### config.mk
export PLATFORM = sky130hd
export DESIGN_NAME = fits_pixel_to_float_scaler
export DESIGN_NICKNAME = d
export VERILOG_FILES = /design/src/rtl/fpsc_pkg.sv /design/src/rtl/fpsc_queue.sv /design/src/rtl/fpsc_front.sv /design/src/rtl/fpsc_convert.sv /design/src/rtl/fpsc_fma.sv /design/src/rtl/fits_pixel_to_float_scaler.sv
export SDC_FILE = /design/constraint.sdc
export NUM_CORES = 2
export LEC_CHECK = 0
export BUFFER_PORTS_ARGS = -buffer_cell sky130_fd_sc_hd__buf_2
export CAP_MARGIN = 40
export CORE_UTILIZATION = 52
export CTS_CLUSTER_SIZE = 28
export DETAILED_ROUTE_END_ITERATION = 7
export PLACE_DENSITY = 0.68
export SYNTH_ARGS = -nofsm -noshare
export SYNTH_HDL_FRONTEND = slang
export SYNTH_SLANG_ARGS = --single-unit
### constraint.sdc
create_clock -name clk -period 96.8 [get_ports clk]
set_input_delay 4.84 -clock clk [delete_from_list [all_inputs] [get_ports clk]]
set_output_delay 4.84 -clock clk [all_outputs]
set_load 0.005 [all_outputs]
### src/rtl/fpsc_pkg.sv
// Shared constants and types for the FITS pixel to float32 scaler.
`default_nettype none
package fpsc_pkg;

  localparam int CFG_INDEX_W = 8;
  localparam int COUNT_W     = 27;
  localparam int QDEPTH      = 4;
  localparam int QPTR_W      = 2;
  localparam int FRAME_W     = 76;

  localparam logic [CFG_INDEX_W-1:0] CFG_PIXEL_FORMAT = 8'd0;
  localparam logic [CFG_INDEX_W-1:0] CFG_SCALE        = 8'd1;
  localparam logic [CFG_INDEX_W-1:0] CFG_OFFSET       = 8'd2;
  localparam logic [CFG_INDEX_W-1:0] CFG_PIXEL_COUNT  = 8'd3;

  localparam logic [1:0] FMT_U8  = 2'd0;
  localparam logic [1:0] FMT_S16 = 2'd1;
  localparam logic [1:0] FMT_S32 = 2'd2;
  localparam logic [1:0] FMT_F32 = 2'd3;

  localparam logic [31:0] ONE_BITS  = 32'h3F80_0000;
  localparam logic [31:0] QNAN_BITS = 32'h7FC0_0000;
  localparam logic [30:0] INF_MAG   = 31'h7F80_0000;

  // One assembled pixel word on its way from the front to the back.
  typedef struct packed {
    logic [31:0] word;
    logic [1:0]  fmt;
    logic        last;
  } item_t;

  // Converted pixel between the integer conversion and the fused stage.
  typedef struct packed {
    logic [31:0] pix;
    logic        last;
  } conv_t;

  // Static arithmetic settings handed to the back.
  typedef struct packed {
    logic [31:0] scale;
    logic [31:0] offset;
    logic        bypass;
  } fcfg_t;

endpackage
`default_nettype wire

### src/rtl/fpsc_queue.sv
// Short queue of assembled pixel words between the front and the back.
`default_nettype none
module fpsc_queue (
  input  wire logic           clk,
  input  wire logic           rst,
  input  wire logic           push,
  input  wire fpsc_pkg::item_t push_item,
  input  wire logic           pop,
  output logic                full,
  output logic                valid,
  output fpsc_pkg::item_t     head
);

  fpsc_pkg::item_t mem [fpsc_pkg::QDEPTH];
  logic [fpsc_pkg::QPTR_W-1:0] wr_ptr;
  logic [fpsc_pkg::QPTR_W-1:0] rd_ptr;
  logic [fpsc_pkg::QPTR_W:0]   level;

  assign full  = (level == (fpsc_pkg::QPTR_W+1)'(fpsc_pkg::QDEPTH));
  assign valid = (level != '0);
  assign head  = mem[rd_ptr];

  always_ff @(posedge clk) begin
    if (push) begin
      mem[wr_ptr] <= push_item;
    end
  end

  always_ff @(posedge clk) begin
    if (rst) begin
      wr_ptr <= '0;
      rd_ptr <= '0;
      level  <= '0;
    end else begin
      if (push) begin
        wr_ptr <= wr_ptr + 1'b1;
      end
      if (pop) begin
        rd_ptr <= rd_ptr + 1'b1;
      end
      unique case ({push, pop})
        2'b10:   level <= level + 1'b1;
        2'b01:   level <= level - 1'b1;
        default: level <= level;
      endcase
    end
  end

endmodule
`default_nettype wire

### src/rtl/fpsc_front.sv
// Front: configuration registers, byte assembly and pixel counting.
`default_nettype none
module fpsc_front (
  input  wire logic                              clk,
  input  wire logic                              rst,
  input  wire logic                              s_tvalid,
  output logic                                   s_tready,
  input  wire logic [7:0]                        s_tdata,
  input  wire logic                              cfg_valid,
  output logic                                   cfg_ready,
  input  wire logic [fpsc_pkg::CFG_INDEX_W-1:0]  cfg_index,
  input  wire logic [31:0]                       cfg_data,
  input  wire logic                              q_full,
  output logic                                   q_push,
  output fpsc_pkg::item_t                        q_item,
  output fpsc_pkg::fcfg_t                        fcfg
);

  logic [1:0]                    fmt;
  logic [31:0]                   scale;
  logic [31:0]                   offset;
  logic [fpsc_pkg::COUNT_W-1:0]  count;
  logic [23:0]                   gather;
  logic [1:0]                    pos;
  logic [fpsc_pkg::COUNT_W-1:0]  remaining;
  logic                          done;
  logic                          take;
  logic                          complete;

  assign done      = (remaining == '0);
  assign s_tready  = done || !q_full;
  assign cfg_ready = 1'b1;
  assign take      = s_tvalid && s_tready && !done;

  always_comb begin
    unique case (fmt)
      fpsc_pkg::FMT_U8:  complete = 1'b1;
      fpsc_pkg::FMT_S16: complete = (pos == 2'd1);
      default:           complete = (pos == 2'd3);
    endcase
  end

  assign q_push      = take && complete;
  assign q_item.word = {gather, s_tdata};
  assign q_item.fmt  = fmt;
  assign q_item.last = (remaining == fpsc_pkg::COUNT_W'(1));

  assign fcfg.scale  = scale;
  assign fcfg.offset = offset;
  assign fcfg.bypass = (scale == fpsc_pkg::ONE_BITS) && (offset[30:0] == '0);

  always_ff @(posedge clk) begin
    if (rst) begin
      fmt       <= fpsc_pkg::FMT_S16;
      scale     <= fpsc_pkg::ONE_BITS;
      offset    <= '0;
      count     <= '0;
      gather    <= '0;
      pos       <= '0;
      remaining <= '0;
    end else if (cfg_valid && (cfg_index <= fpsc_pkg::CFG_PIXEL_COUNT)) begin
      // Any register write restarts the image.
      gather    <= '0;
      pos       <= '0;
      remaining <= count;
      unique case (cfg_index)
        fpsc_pkg::CFG_PIXEL_FORMAT: fmt    <= cfg_data[1:0];
        fpsc_pkg::CFG_SCALE:        scale  <= cfg_data;
        fpsc_pkg::CFG_OFFSET:       offset <= cfg_data;
        default: begin
          count     <= cfg_data[fpsc_pkg::COUNT_W-1:0];
          remaining <= cfg_data[fpsc_pkg::COUNT_W-1:0];
        end
      endcase
    end else if (take) begin
      if (complete) begin
        gather    <= '0;
        pos       <= '0;
        remaining <= remaining - 1'b1;
      end else begin
        gather <= {gather[15:0], s_tdata};
        pos    <= pos + 1'b1;
      end
    end
  end

endmodule
`default_nettype wire

### src/rtl/fpsc_convert.sv
// Back, first part: integer pixels to float32, rounding to nearest even; float32 pixels pass through.
`default_nettype none
module fpsc_convert (
  input  wire logic            clk,
  input  wire logic            rst,
  input  wire logic            en,
  input  wire logic            in_valid,
  input  wire fpsc_pkg::item_t in_item,
  output logic                 out_valid,
  output fpsc_pkg::conv_t      out_data
);

  // Stage 1: magnitude and the coarse part of the normalising shift.
  logic        c1_v;
  logic [31:0] c1_mag;
  logic [1:0]  c1_sh;
  logic        c1_neg, c1_flt, c1_zero, c1_last;
  logic [31:0] c1_word;

  logic [31:0] mag, m1, m2;
  logic        neg, step16, step8;
  logic [15:0] mag16;

  always_comb begin
    mag16 = in_item.word[15] ? (~in_item.word[15:0] + 16'd1) : in_item.word[15:0];
    unique case (in_item.fmt)
      fpsc_pkg::FMT_U8: begin
        neg = 1'b0;
        mag = {24'd0, in_item.word[7:0]};
      end
      fpsc_pkg::FMT_S16: begin
        neg = in_item.word[15];
        mag = {16'd0, mag16};
      end
      default: begin
        neg = in_item.word[31];
        mag = in_item.word[31] ? (~in_item.word + 32'd1) : in_item.word;
      end
    endcase
    step16 = (mag[31:16] == '0);
    m1     = step16 ? {mag[15:0], 16'd0} : mag;
    step8  = (m1[31:24] == '0);
    m2     = step8 ? {m1[23:0], 8'd0} : m1;
  end

  // Stage 2: fine part of the shift.
  logic        c2_v;
  logic [31:0] c2_n;
  logic [4:0]  c2_sh;
  logic        c2_neg, c2_flt, c2_zero, c2_last;
  logic [31:0] c2_word;

  logic [31:0] n4, n2, n1;
  logic        step4, step2, step1;

  always_comb begin
    step4 = (c1_mag[31:28] == '0);
    n4    = step4 ? {c1_mag[27:0], 4'd0} : c1_mag;
    step2 = (n4[31:30] == '0);
    n2    = step2 ? {n4[29:0], 2'd0} : n4;
    step1 = !n2[31];
    n1    = step1 ? {n2[30:0], 1'b0} : n2;
  end

  // Stage 3: round to 24 bits and pack.
  logic [7:0]  field_m1;
  logic        up;
  logic [24:0] mant;
  logic [30:0] packed_mag;
  logic [31:0] pix;

  always_comb begin
    field_m1   = 8'd157 - {3'd0, c2_sh};
    up         = c2_n[7] && ((c2_n[6:0] != '0) || c2_n[8]);
    mant       = {1'b0, c2_n[31:8]} + {24'd0, up};
    packed_mag = {field_m1, 23'd0} + {6'd0, mant};
    if (c2_flt) begin
      pix = c2_word;
    end else if (c2_zero) begin
      pix = '0;
    end else begin
      pix = {c2_neg, packed_mag};
    end
  end

  always_ff @(posedge clk) begin
    if (rst) begin
      c1_v      <= 1'b0;
      c2_v      <= 1'b0;
      out_valid <= 1'b0;
    end else if (en) begin
      c1_v      <= in_valid;
      c2_v      <= c1_v;
      out_valid <= c2_v;
    end
  end

  always_ff @(posedge clk) begin
    if (en) begin
      c1_mag  <= m2;
      c1_sh   <= {step16, step8};
      c1_neg  <= neg;
      c1_flt  <= (in_item.fmt == fpsc_pkg::FMT_F32);
      c1_zero <= (mag == '0);
      c1_last <= in_item.last;
      c1_word <= in_item.word;

      c2_n    <= n1;
      c2_sh   <= {c1_sh, step4, step2, step1};
      c2_neg  <= c1_neg;
      c2_flt  <= c1_flt;
      c2_zero <= c1_zero;
      c2_last <= c1_last;
      c2_word <= c1_word;

      out_data.pix  <= pix;
      out_data.last <= c2_last;
    end
  end

endmodule
`default_nettype wire

### src/rtl/fpsc_fma.sv
// Back, second part: fused float32 pixel * scale + offset, rounded once.
`default_nettype none
module fpsc_fma (
  input  wire logic            clk,
  input  wire logic            rst,
  input  wire logic            en,
  input  wire logic            in_valid,
  input  wire fpsc_pkg::conv_t in_data,
  input  wire fpsc_pkg::fcfg_t fcfg,
  output logic                 out_valid,
  output logic [31:0]          out_bits,
  output logic                 out_last
);

  localparam int FW = fpsc_pkg::FRAME_W;

  // Values that ride along unchanged behind the arithmetic.
  typedef struct packed {
    logic [31:0] pix;
    logic        last;
    logic        spec;
    logic [31:0] spec_bits;
  } carry_t;

  function automatic logic [4:0] lzc24(input logic [23:0] m);
    logic [4:0] n;
    n = 5'd0;
    for (int i = 0; i < 24; i++) begin
      if (m[i]) begin
        n = 5'(23 - i);
      end
    end
    return n;
  endfunction

  // ---------------- stage F1: unpack, specials, normalise a and b
  logic [31:0] a, b, c;
  logic        a_nan, b_nan, c_nan, a_inf, b_inf, c_inf, a_zero, b_zero, c_zero;
  logic        ps;
  logic [23:0] ma, mb;
  logic [4:0]  lza, lzb;
  carry_t      k0;

  always_comb begin
    a      = in_data.pix;
    b      = fcfg.scale;
    c      = fcfg.offset;
    a_nan  = (a[30:23] == 8'hFF) && (a[22:0] != '0);
    b_nan  = (b[30:23] == 8'hFF) && (b[22:0] != '0);
    c_nan  = (c[30:23] == 8'hFF) && (c[22:0] != '0);
    a_inf  = (a[30:23] == 8'hFF) && (a[22:0] == '0);
    b_inf  = (b[30:23] == 8'hFF) && (b[22:0] == '0);
    c_inf  = (c[30:23] == 8'hFF) && (c[22:0] == '0);
    a_zero = (a[30:0] == '0);
    b_zero = (b[30:0] == '0);
    c_zero = (c[30:0] == '0);
    ps     = a[31] ^ b[31];
    ma     = {a[30:23] != '0, a[22:0]};
    mb     = {b[30:23] != '0, b[22:0]};
    lza    = lzc24(ma);
    lzb    = lzc24(mb);

    k0.pix       = a;
    k0.last      = in_data.last;
    k0.spec      = 1'b1;
    k0.spec_bits = fpsc_pkg::QNAN_BITS;
    if (a_nan || b_nan || c_nan || (a_inf && b_zero) || (a_zero && b_inf)) begin
      k0.spec_bits = fpsc_pkg::QNAN_BITS;
    end else if (a_inf || b_inf) begin
      if (c_inf && (c[31] != ps)) begin
        k0.spec_bits = fpsc_pkg::QNAN_BITS;
      end else begin
        k0.spec_bits = {ps, fpsc_pkg::INF_MAG};
      end
    end else if (c_inf) begin
      k0.spec_bits = c;
    end else if (a_zero || b_zero) begin
      k0.spec_bits = c_zero ? {ps & c[31], 31'd0} : c;
    end else begin
      k0.spec = 1'b0;
    end
  end

  logic               f1_v;
  carry_t             f1_k;
  logic [23:0]        f1_ma, f1_mb, f1_mc;
  logic signed [9:0]  f1_ea, f1_eb;
  logic [7:0]         f1_ec;
  logic               f1_ps, f1_sc;

  // ---------------- stage F2: product and alignment distance
  logic signed [11:0] cpos_w, fexp_w;

  always_comb begin
    cpos_w = $signed({4'd0, f1_ec}) - $signed({{2{f1_ea[9]}}, f1_ea})
           - $signed({{2{f1_eb[9]}}, f1_eb}) + 12'sd152;
    fexp_w = $signed({{2{f1_ea[9]}}, f1_ea}) + $signed({{2{f1_eb[9]}}, f1_eb}) - 12'sd302;
    if (f1_mc == '0) begin
      cpos_w = 12'sd1;
    end
  end

  logic               f2_v;
  carry_t             f2_k;
  logic [47:0]        f2_pm;
  logic [23:0]        f2_mc;
  logic signed [11:0] f2_cpos, f2_fexp;
  logic               f2_ps, f2_sc;

  // ---------------- stage F3: place both addends in one frame
  // Frame bit 0 only ever holds a sticky bit.
  logic [FW-1:0]      pf, cf;
  logic signed [11:0] rs;
  logic signed [11:0] fx;
  logic [23:0]        cbody;
  logic               cstk;

  always_comb begin
    rs    = 12'sd1 - f2_cpos;
    fx    = f2_fexp;
    cbody = '0;
    cstk  = 1'b0;
    if (f2_cpos > 12'sd51) begin
      // The product lies far below the offset: it only marks inexactness.
      // The offset sits lower in the frame than its true place, so the
      // frame exponent moves up by the difference.
      cf = FW'(f2_mc) << 51;
      pf = FW'(1);
      fx = f2_fexp + f2_cpos - 12'sd51;
    end else if (f2_cpos >= 12'sd1) begin
      cf = FW'(f2_mc) << f2_cpos[5:0];
      pf = FW'(f2_pm) << 2;
    end else begin
      if (rs >= 12'sd24) begin
        cstk = (f2_mc != '0);
      end else begin
        cbody = f2_mc >> rs[4:0];
        cstk  = ((f2_mc & ((24'd1 << rs[4:0]) - 24'd1)) != '0);
      end
      cf = (FW'(cbody) << 1) | FW'(cstk);
      pf = FW'(f2_pm) << 2;
    end
  end

  logic               f3_v;
  carry_t             f3_k;
  logic [FW-1:0]      f3_pf, f3_cf;
  logic signed [11:0] f3_fexp;
  logic               f3_ps, f3_sc;

  // ---------------- stage F4: add or subtract magnitudes
  logic [FW:0]   dpc;
  logic [FW-1:0] sum;
  logic          sgn;

  always_comb begin
    dpc = {1'b0, f3_pf} - {1'b0, f3_cf};
    if (f3_ps == f3_sc) begin
      sum = f3_pf + f3_cf;
      sgn = f3_ps;
    end else if (!dpc[FW]) begin
      sum = dpc[FW-1:0];
      sgn = f3_ps;
    end else begin
      sum = f3_cf - f3_pf;
      sgn = f3_sc;
    end
  end

  logic               f4_v;
  carry_t             f4_k;
  logic [FW-1:0]      f4_s;
  logic signed [11:0] f4_fexp;
  logic               f4_sgn;

  // ---------------- stage N1: nonzero flags per byte of the sum
  logic [79:0] s_pad;
  logic [9:0]  grp;

  always_comb begin
    s_pad = {4'd0, f4_s};
    for (int i = 0; i < 10; i++) begin
      grp[i] = (s_pad[i*8 +: 8] != '0);
    end
  end

  logic               n1_v;
  carry_t             n1_k;
  logic [FW-1:0]      n1_s;
  logic [9:0]         n1_grp;
  logic signed [11:0] n1_fexp;
  logic               n1_sgn;

  // ---------------- stage N2: leading one and the rounding position
  logic [79:0]        n1_pad;
  logic [3:0]         gi;
  logic [7:0]         gbyte;
  logic [2:0]         bi;
  logic signed [11:0] top, rsh_a, rsh_b;

  always_comb begin
    n1_pad = {4'd0, n1_s};
    gi     = '0;
    for (int i = 0; i < 10; i++) begin
      if (n1_grp[i]) begin
        gi = 4'(i);
      end
    end
    gbyte = n1_pad[{gi, 3'd0} +: 8];
    bi    = '0;
    for (int i = 0; i < 8; i++) begin
      if (gbyte[i]) begin
        bi = 3'(i);
      end
    end
    top   = $signed({5'd0, gi, bi});
    rsh_a = top - 12'sd23;
    rsh_b = -12'sd149 - n1_fexp;
  end

  logic               n2_v;
  carry_t             n2_k;
  logic [FW-1:0]      n2_s;
  logic               n2_zero;
  logic signed [11:0] n2_r, n2_fexp;
  logic               n2_sgn;

  // ---------------- stage N3: shift to 24 bits with guard and sticky
  logic signed [11:0] eb, nr;
  logic [FW-1:0]      shl, shr, smask;
  logic [23:0]        m;
  logic               g, st;
  logic [6:0]         rm1;

  always_comb begin
    eb    = n2_r + n2_fexp + 12'sd149;
    nr    = -n2_r;
    rm1   = n2_r[6:0] - 7'd1;
    shl   = n2_s << nr[4:0];
    shr   = n2_s >> n2_r[6:0];
    smask = (FW'(1) << rm1) - FW'(1);
    if (n2_r <= 12'sd0) begin
      m  = shl[23:0];
      g  = 1'b0;
      st = 1'b0;
    end else if (n2_r > 12'sd76) begin
      m  = '0;
      g  = 1'b0;
      st = !n2_zero;
    end else begin
      m  = shr[23:0];
      g  = n2_s[rm1];
      st = ((n2_s & smask) != '0);
    end
  end

  logic         n3_v;
  carry_t       n3_k;
  logic [23:0]  n3_m;
  logic         n3_g, n3_st, n3_zero, n3_sgn;
  logic [9:0]   n3_eb;

  // ---------------- stage N4: round, pack, pick the result
  logic        up;
  logic [24:0] mr;
  logic [33:0] total;
  logic [31:0] res;

  always_comb begin
    up    = n3_g && (n3_st || n3_m[0]);
    mr    = {1'b0, n3_m} + {24'd0, up};
    total = {1'b0, n3_eb, 23'd0} + {9'd0, mr};
    if (n3_zero) begin
      res = '0;
    end else if (total >= {3'd0, fpsc_pkg::INF_MAG}) begin
      res = {n3_sgn, fpsc_pkg::INF_MAG};
    end else begin
      res = {n3_sgn, total[30:0]};
    end
    if (fcfg.bypass) begin
      res = n3_k.pix;
    end else if (n3_k.spec) begin
      res = n3_k.spec_bits;
    end
  end

  always_ff @(posedge clk) begin
    if (rst) begin
      f1_v      <= 1'b0;
      f2_v      <= 1'b0;
      f3_v      <= 1'b0;
      f4_v      <= 1'b0;
      n1_v      <= 1'b0;
      n2_v      <= 1'b0;
      n3_v      <= 1'b0;
      out_valid <= 1'b0;
    end else if (en) begin
      f1_v      <= in_valid;
      f2_v      <= f1_v;
      f3_v      <= f2_v;
      f4_v      <= f3_v;
      n1_v      <= f4_v;
      n2_v      <= n1_v;
      n3_v      <= n2_v;
      out_valid <= n3_v;
    end
  end

  always_ff @(posedge clk) begin
    if (en) begin
      f1_k  <= k0;
      f1_ma <= ma << lza;
      f1_mb <= mb << lzb;
      f1_mc <= {c[30:23] != '0, c[22:0]};
      f1_ea <= $signed({2'd0, (a[30:23] == '0) ? 8'd1 : a[30:23]}) - $signed({5'd0, lza});
      f1_eb <= $signed({2'd0, (b[30:23] == '0) ? 8'd1 : b[30:23]}) - $signed({5'd0, lzb});
      f1_ec <= (c[30:23] == '0) ? 8'd1 : c[30:23];
      f1_ps <= ps;
      f1_sc <= c[31];

      f2_k    <= f1_k;
      f2_pm   <= f1_ma * f1_mb;
      f2_mc   <= f1_mc;
      f2_cpos <= cpos_w;
      f2_fexp <= fexp_w;
      f2_ps   <= f1_ps;
      f2_sc   <= f1_sc;

      f3_k    <= f2_k;
      f3_pf   <= pf;
      f3_cf   <= cf;
      f3_fexp <= fx;
      f3_ps   <= f2_ps;
      f3_sc   <= f2_sc;

      f4_k    <= f3_k;
      f4_s    <= sum;
      f4_fexp <= f3_fexp;
      f4_sgn  <= sgn;

      n1_k    <= f4_k;
      n1_s    <= f4_s;
      n1_grp  <= grp;
      n1_fexp <= f4_fexp;
      n1_sgn  <= f4_sgn;

      n2_k    <= n1_k;
      n2_s    <= n1_s;
      n2_zero <= (n1_grp == '0);
      n2_r    <= (rsh_a > rsh_b) ? rsh_a : rsh_b;
      n2_fexp <= n1_fexp;
      n2_sgn  <= n1_sgn;

      n3_k    <= n2_k;
      n3_m    <= m;
      n3_g    <= g;
      n3_st   <= st;
      n3_zero <= n2_zero;
      n3_sgn  <= n2_sgn;
      n3_eb   <= eb[9:0];

      out_bits <= res;
      out_last <= n3_k.last;
    end
  end

endmodule
`default_nettype wire

### src/rtl/fits_pixel_to_float_scaler.sv
// After its final byte is accepted, a pixel passes through the queue, the converter stages and stages F1-F4, N1-N4.
// Throughput: one byte per cycle while the queue has room, so at most one pixel per cycle for 8-bit data.
// The byte rate is set by the front assembler; the back is a fully pipelined unit.
// A full output register stalls the back; the queue lets the front run on meanwhile.
// Reset (rst, synchronous) loads the register defaults and leaves nothing to convert.
// Top level of the FITS pixel to float32 scaler.
`default_nettype none
module fits_pixel_to_float_scaler (
  input  wire logic                              clk,
  input  wire logic                              rst,
  // Input stream; tdata: raw_byte [7:0].
  input  wire logic                              s_tvalid,
  output logic                                   s_tready,
  input  wire logic [7:0]                        s_tdata,
  // Output stream; tdata: pixel_bits [31:0]; tlast: last_pixel.
  output logic                                   m_tvalid,
  input  wire logic                              m_tready,
  output logic [31:0]                            m_tdata,
  output logic                                   m_tlast,
  // Register write channel.
  input  wire logic                              cfg_valid,
  output logic                                   cfg_ready,
  input  wire logic [fpsc_pkg::CFG_INDEX_W-1:0]  cfg_index,
  input  wire logic [31:0]                       cfg_data
);

  // The front assembles big-endian pixels and pushes one request per pixel
  // into a short queue. The back pops a request whenever its pipeline moves.
  logic            q_push, q_full, q_valid, q_pop;
  fpsc_pkg::item_t q_item, q_head;
  fpsc_pkg::fcfg_t fcfg;
  logic            cv_valid;
  fpsc_pkg::conv_t cv_data;
  logic            en;

  // The whole back advances together whenever the output register is free
  // or being emptied in this cycle.
  assign en    = !m_tvalid || m_tready;
  assign q_pop = en && q_valid;

  fpsc_front u_front (
    .clk       (clk),
    .rst       (rst),
    .s_tvalid  (s_tvalid),
    .s_tready  (s_tready),
    .s_tdata   (s_tdata),
    .cfg_valid (cfg_valid),
    .cfg_ready (cfg_ready),
    .cfg_index (cfg_index),
    .cfg_data  (cfg_data),
    .q_full    (q_full),
    .q_push    (q_push),
    .q_item    (q_item),
    .fcfg      (fcfg)
  );

  fpsc_queue u_queue (
    .clk       (clk),
    .rst       (rst),
    .push      (q_push),
    .push_item (q_item),
    .pop       (q_pop),
    .full      (q_full),
    .valid     (q_valid),
    .head      (q_head)
  );

  fpsc_convert u_convert (
    .clk       (clk),
    .rst       (rst),
    .en        (en),
    .in_valid  (q_valid),
    .in_item   (q_head),
    .out_valid (cv_valid),
    .out_data  (cv_data)
  );

  fpsc_fma u_fma (
    .clk       (clk),
    .rst       (rst),
    .en        (en),
    .in_valid  (cv_valid),
    .in_data   (cv_data),
    .fcfg      (fcfg),
    .out_valid (m_tvalid),
    .out_bits  (m_tdata),
    .out_last  (m_tlast)
  );

  // The front never pushes a request into a full queue.
  assert property (@(posedge clk) disable iff (rst) q_push |-> !q_full)
    else $error("request pushed into a full queue");

  // The front only holds off the stream when the queue is full.
  assert property (@(posedge clk) disable iff (rst) !s_tready |-> q_full)
    else $error("input stalled while the queue has room");

endmodule
`default_nettype wire
==> key figures <==
Setup path
  – Crit. Startpoint: m_tready
  – Arrival time worst endpoint: 9.65 ns
  – Worst Reg-to-Reg Cells: 27
  – Crit path max fanout: 191
  – Startpoint types: input pin
  – CP Cell Sequence: buf_2 -> nor2b_1 -> buf_4 -> inv_8 -> buf_12 -> buf_4 -> buf_4 -> buf_4 -> buf_4
  – Data required, critical path: 97.21 ns
  – R2R Path End: u_fma.f2_pm[47]$_DFFE_PP_
  – Slowest-stage cell, CP: buf_4
  – Critical path's most frequent cell: buf_4
  – Endpoint class of the critical path: register
  – Reg2reg start: u_fma.f1_mb[1]$_SDFFCE_PP0P_
  – R2r setup slk: between 80 and 90 ns
  – CP Class: input pin to register
  – Max stage delay on crit path: 0.86 ns

Clock tree
  – Clock root cell: clkbuf_16
  – PostCTS Resize Cnt: 0
  – Htree depth: 4
  – CTS tree: yes
  – CTS Buf Count: 166
  – Worst-Skew Late Latency: 0.85 ns
  – CTS Hold Bufs: 0
  – Max Buffers Root-to-Sink: 3
  – Clock transition at the registers of the reported paths: 0.06 ns
  – Post-CTS Setup Bufs: 0
  – Clk sinks: 1640

Timing
  – Peak Freq: between 100 and 150 MHz
  – Tmin final: between 9 and 10 ns
  – Crit share post-route: 9.54%
  – Final Max Slew Viols: 0
  – Slew HR: 20.8%
  – Count of final setup violators: 0
  – RSZ-0062 raised after global routing: no
  – Final Hold Violating Endpoints: 0
  – TNS Setup: 0 ns
  – Slew @ Worst Pin: 1.19 ns
  – Final setup skew: 0.0974 ns

Logic synthesis
  – Synth Area in Simple Gates: 14.1%
  – Seq cells post-synth: 1640
  – Largest family of logic cells by synthesized area: adder cells
  – Top cells by area, synth: edfxtp_1, fa_1, ha_1
  – Seq/Total Area, Yosys: 45.0%
  – Xor/xnor share of the synthesized area: between 2 and 3%
  – Synth Cell Area: 0.106 mm2
  – Synth warnings: 0
  – Area share of the leading cell type in the synthesized netlist: between 40% and 50%
  – Cells after synthesis: 10100
  – Compound-Gate Fraction of Synth Area: between 10% and 20%
  – Synth Flop Type: edfxtp_1
  – FFs w/ async S/R, synth: 0%
  – Synth Area in Adders: about 15%
  – Count of cell types in the netlist: 95
  – Mux share of post-synthesis cell area: 6.45%
  – Post-synth EDFFs: 1474
  – Synth area leader: edfxtp_1
  – Mean Syn Cell Area: 10.5 um2

Routing
  – DRC viols: 0
  – Post-DRT Antenna Nets: 0
  – DR iter-0 viols: 9106
  – Drt total wl: 350 mm
  – Pre-antenna DRT Iters: 6
  – Detailed-route via count: 80000
  – Post-DR wirelength/cell: 27.3 um
  – Detail-routed via count per cell: 6.22

Cells and area
  – Final instance area: 0.115 mm2
  – Commonest non-fill, non-tap cell in the layout: edfxtp_1
  – Layout area overhead: 8.82%
  – Final nets: 11000
  – Most frequent cells in the layout: edfxtp_1, nand2_1, inv_1
  – Utilization after layout: a little under three fifths
  – Filler cells: around 17000
  – Layout cell share with drive strength beyond 1: 7.94%

Hold path
  – Worst Hold End: u_convert.c2_word[23]$_DFFE_PP_
  – Hold Path Depth: 0
  – Hold Crit Class: register to register
  – Worst hold path startpoint: u_convert.c1_word[23]$_DFFE_PP_

Die
  – Vert. Die Dim: 453 um
  – IO Pins: 89
  – Die area: just over 0.2 mm2
  – Num rows: 165
  – Die W: 453 um
  – Initial core utilization: 52.4%
  – Core Region: 0.202 mm2

Global routing
  – Largest net degree at the start of global routing: 201
  – GRT Util Overall: 33.8%
  – Number of global-route vias before repair: 77400
  – Antenna violations before repair: 27
  – First-pass GRT wire length: 513 mm
  – Global route overflow: 0

Outcome
  – Status: complete, no violations

Power
  – Pwr dens: just under 30 mW/mm2
  – Worst vdd ir: between 0.00003 and 0.00004 V
  – Leak Pwr: 0.0474 uW

Placed design
  – Port-buffer cells: 87
  – Cell Area, Placed: 0.110 mm2
  – Gp weighted congestion: approximately 1.0
  – Post-DP HPWL: 268 mm

Run
  – Max_cap viols: 0
==> area by class of cell <==
cell class,instances,area (um2),area share [%]
inverter,881,3310,2.88
sequential,1640,47600,41.3
clock inverter,96,1170,1.02
clock buffer,208,4350,3.78
multi-input combinational,7054,53100,46.1
antenna,9,22.5,0.0196
tap,2672,3340,2.90
timing repair buffer,291,2300,2.00
==> sequential cells by signal (all words and copies together) (netlist names), 33 cells and up, named ones only <==
register            count
u_fma.f4_s             76
u_fma.f3_pf            49
u_fma.f2_k             66
u_fma.f3_cf            76
u_fma.f1_k             66
u_fma.n2_s             76
u_fma.f2_pm            48
u_fma.n3_k             66
u_fma.n2_k             66
u_fma.f3_k             66
u_fma.f4_k             66
u_queue.mem           140
u_convert.out_data     33
u_fma.n1_s             76
u_fma.n1_k             66
==> layer usage <==
metal  GRT usage (%)  routed length, um  vias up
li1                -                  -    35700
met1            46.0             145000    39800
met2            53.5             161000     3671
met3            5.41              27100      811
met4            14.5              17100       16
met5               0                128        -
==> through the flow <==
step	setup slack (ns)	total power (uW)	cells	hold slack, ns
after global routing	87.24	3570	12800	0.392
after floorplan	57.46	2120	10100	0.400
after CTS	87.56	3390	12800	0.386
after global placement	86.69	2720	12500	0.400
after detailed placement	86.70	2740	12500	0.405
final	87.56	3420	12900	0.380
==> cell families after synthesis <==
family / Yosys count
other: 2
muxes: 481
and+or+nand+nor: 3199
AOI/OAI and AO/OA: 2125
buffers and inverters: 1403
xor gates and xnor gates: 310
adders and majority gates: 935
DFF: 1640
==> how the worst max path moves through the flow <==
stage	depth (start not counted)	endpoint
after floorplan	2	u_convert.c1_flt$_DFFE_PP_
after global placement	9	u_fma.f4_s[42]$_DFFE_PP_
after detailed placement	9	u_fma.f3_cf[43]$_SDFFCE_PN0P_
after CTS	9	u_fma.n1_s[74]$_DFFE_PP_
after global routing	9	u_fma.f3_cf[41]$_SDFFCE_PN0P_
final	9	u_fma.n1_s[74]$_DFFE_PP_
==> synthesized netlist by cell type, drive strengths merged, types with 82 or more instances <==
library cell,count
o21ai,471
ha,439
and2,418
a21oi,760
a21o,96
xor2,95
nand2,1241
nor4,99
mux4,156
nor2,666
mux2i,279
nand3,198
buf,89
nor3,170
clkbuf,433
fa,494
o21bai,87
nand4,85
a31oi,83
o22ai,82
xnor2,215
inv,869
dfxtp,166
edfxtp,1474
==> critical path, delay by kind of cell <==
family	cells	cell delay, ns
buffers and inverters	8	4.45
AND/OR/NAND/NOR	1	0.03
==> report_power, final <==
group	internal (uW)	switching, uW	total [uW]
logic	532	1040	1580
registers	1030	177	1200
clock network	358	283	640
No activity file was read; power rests on OpenSTA's default activity.
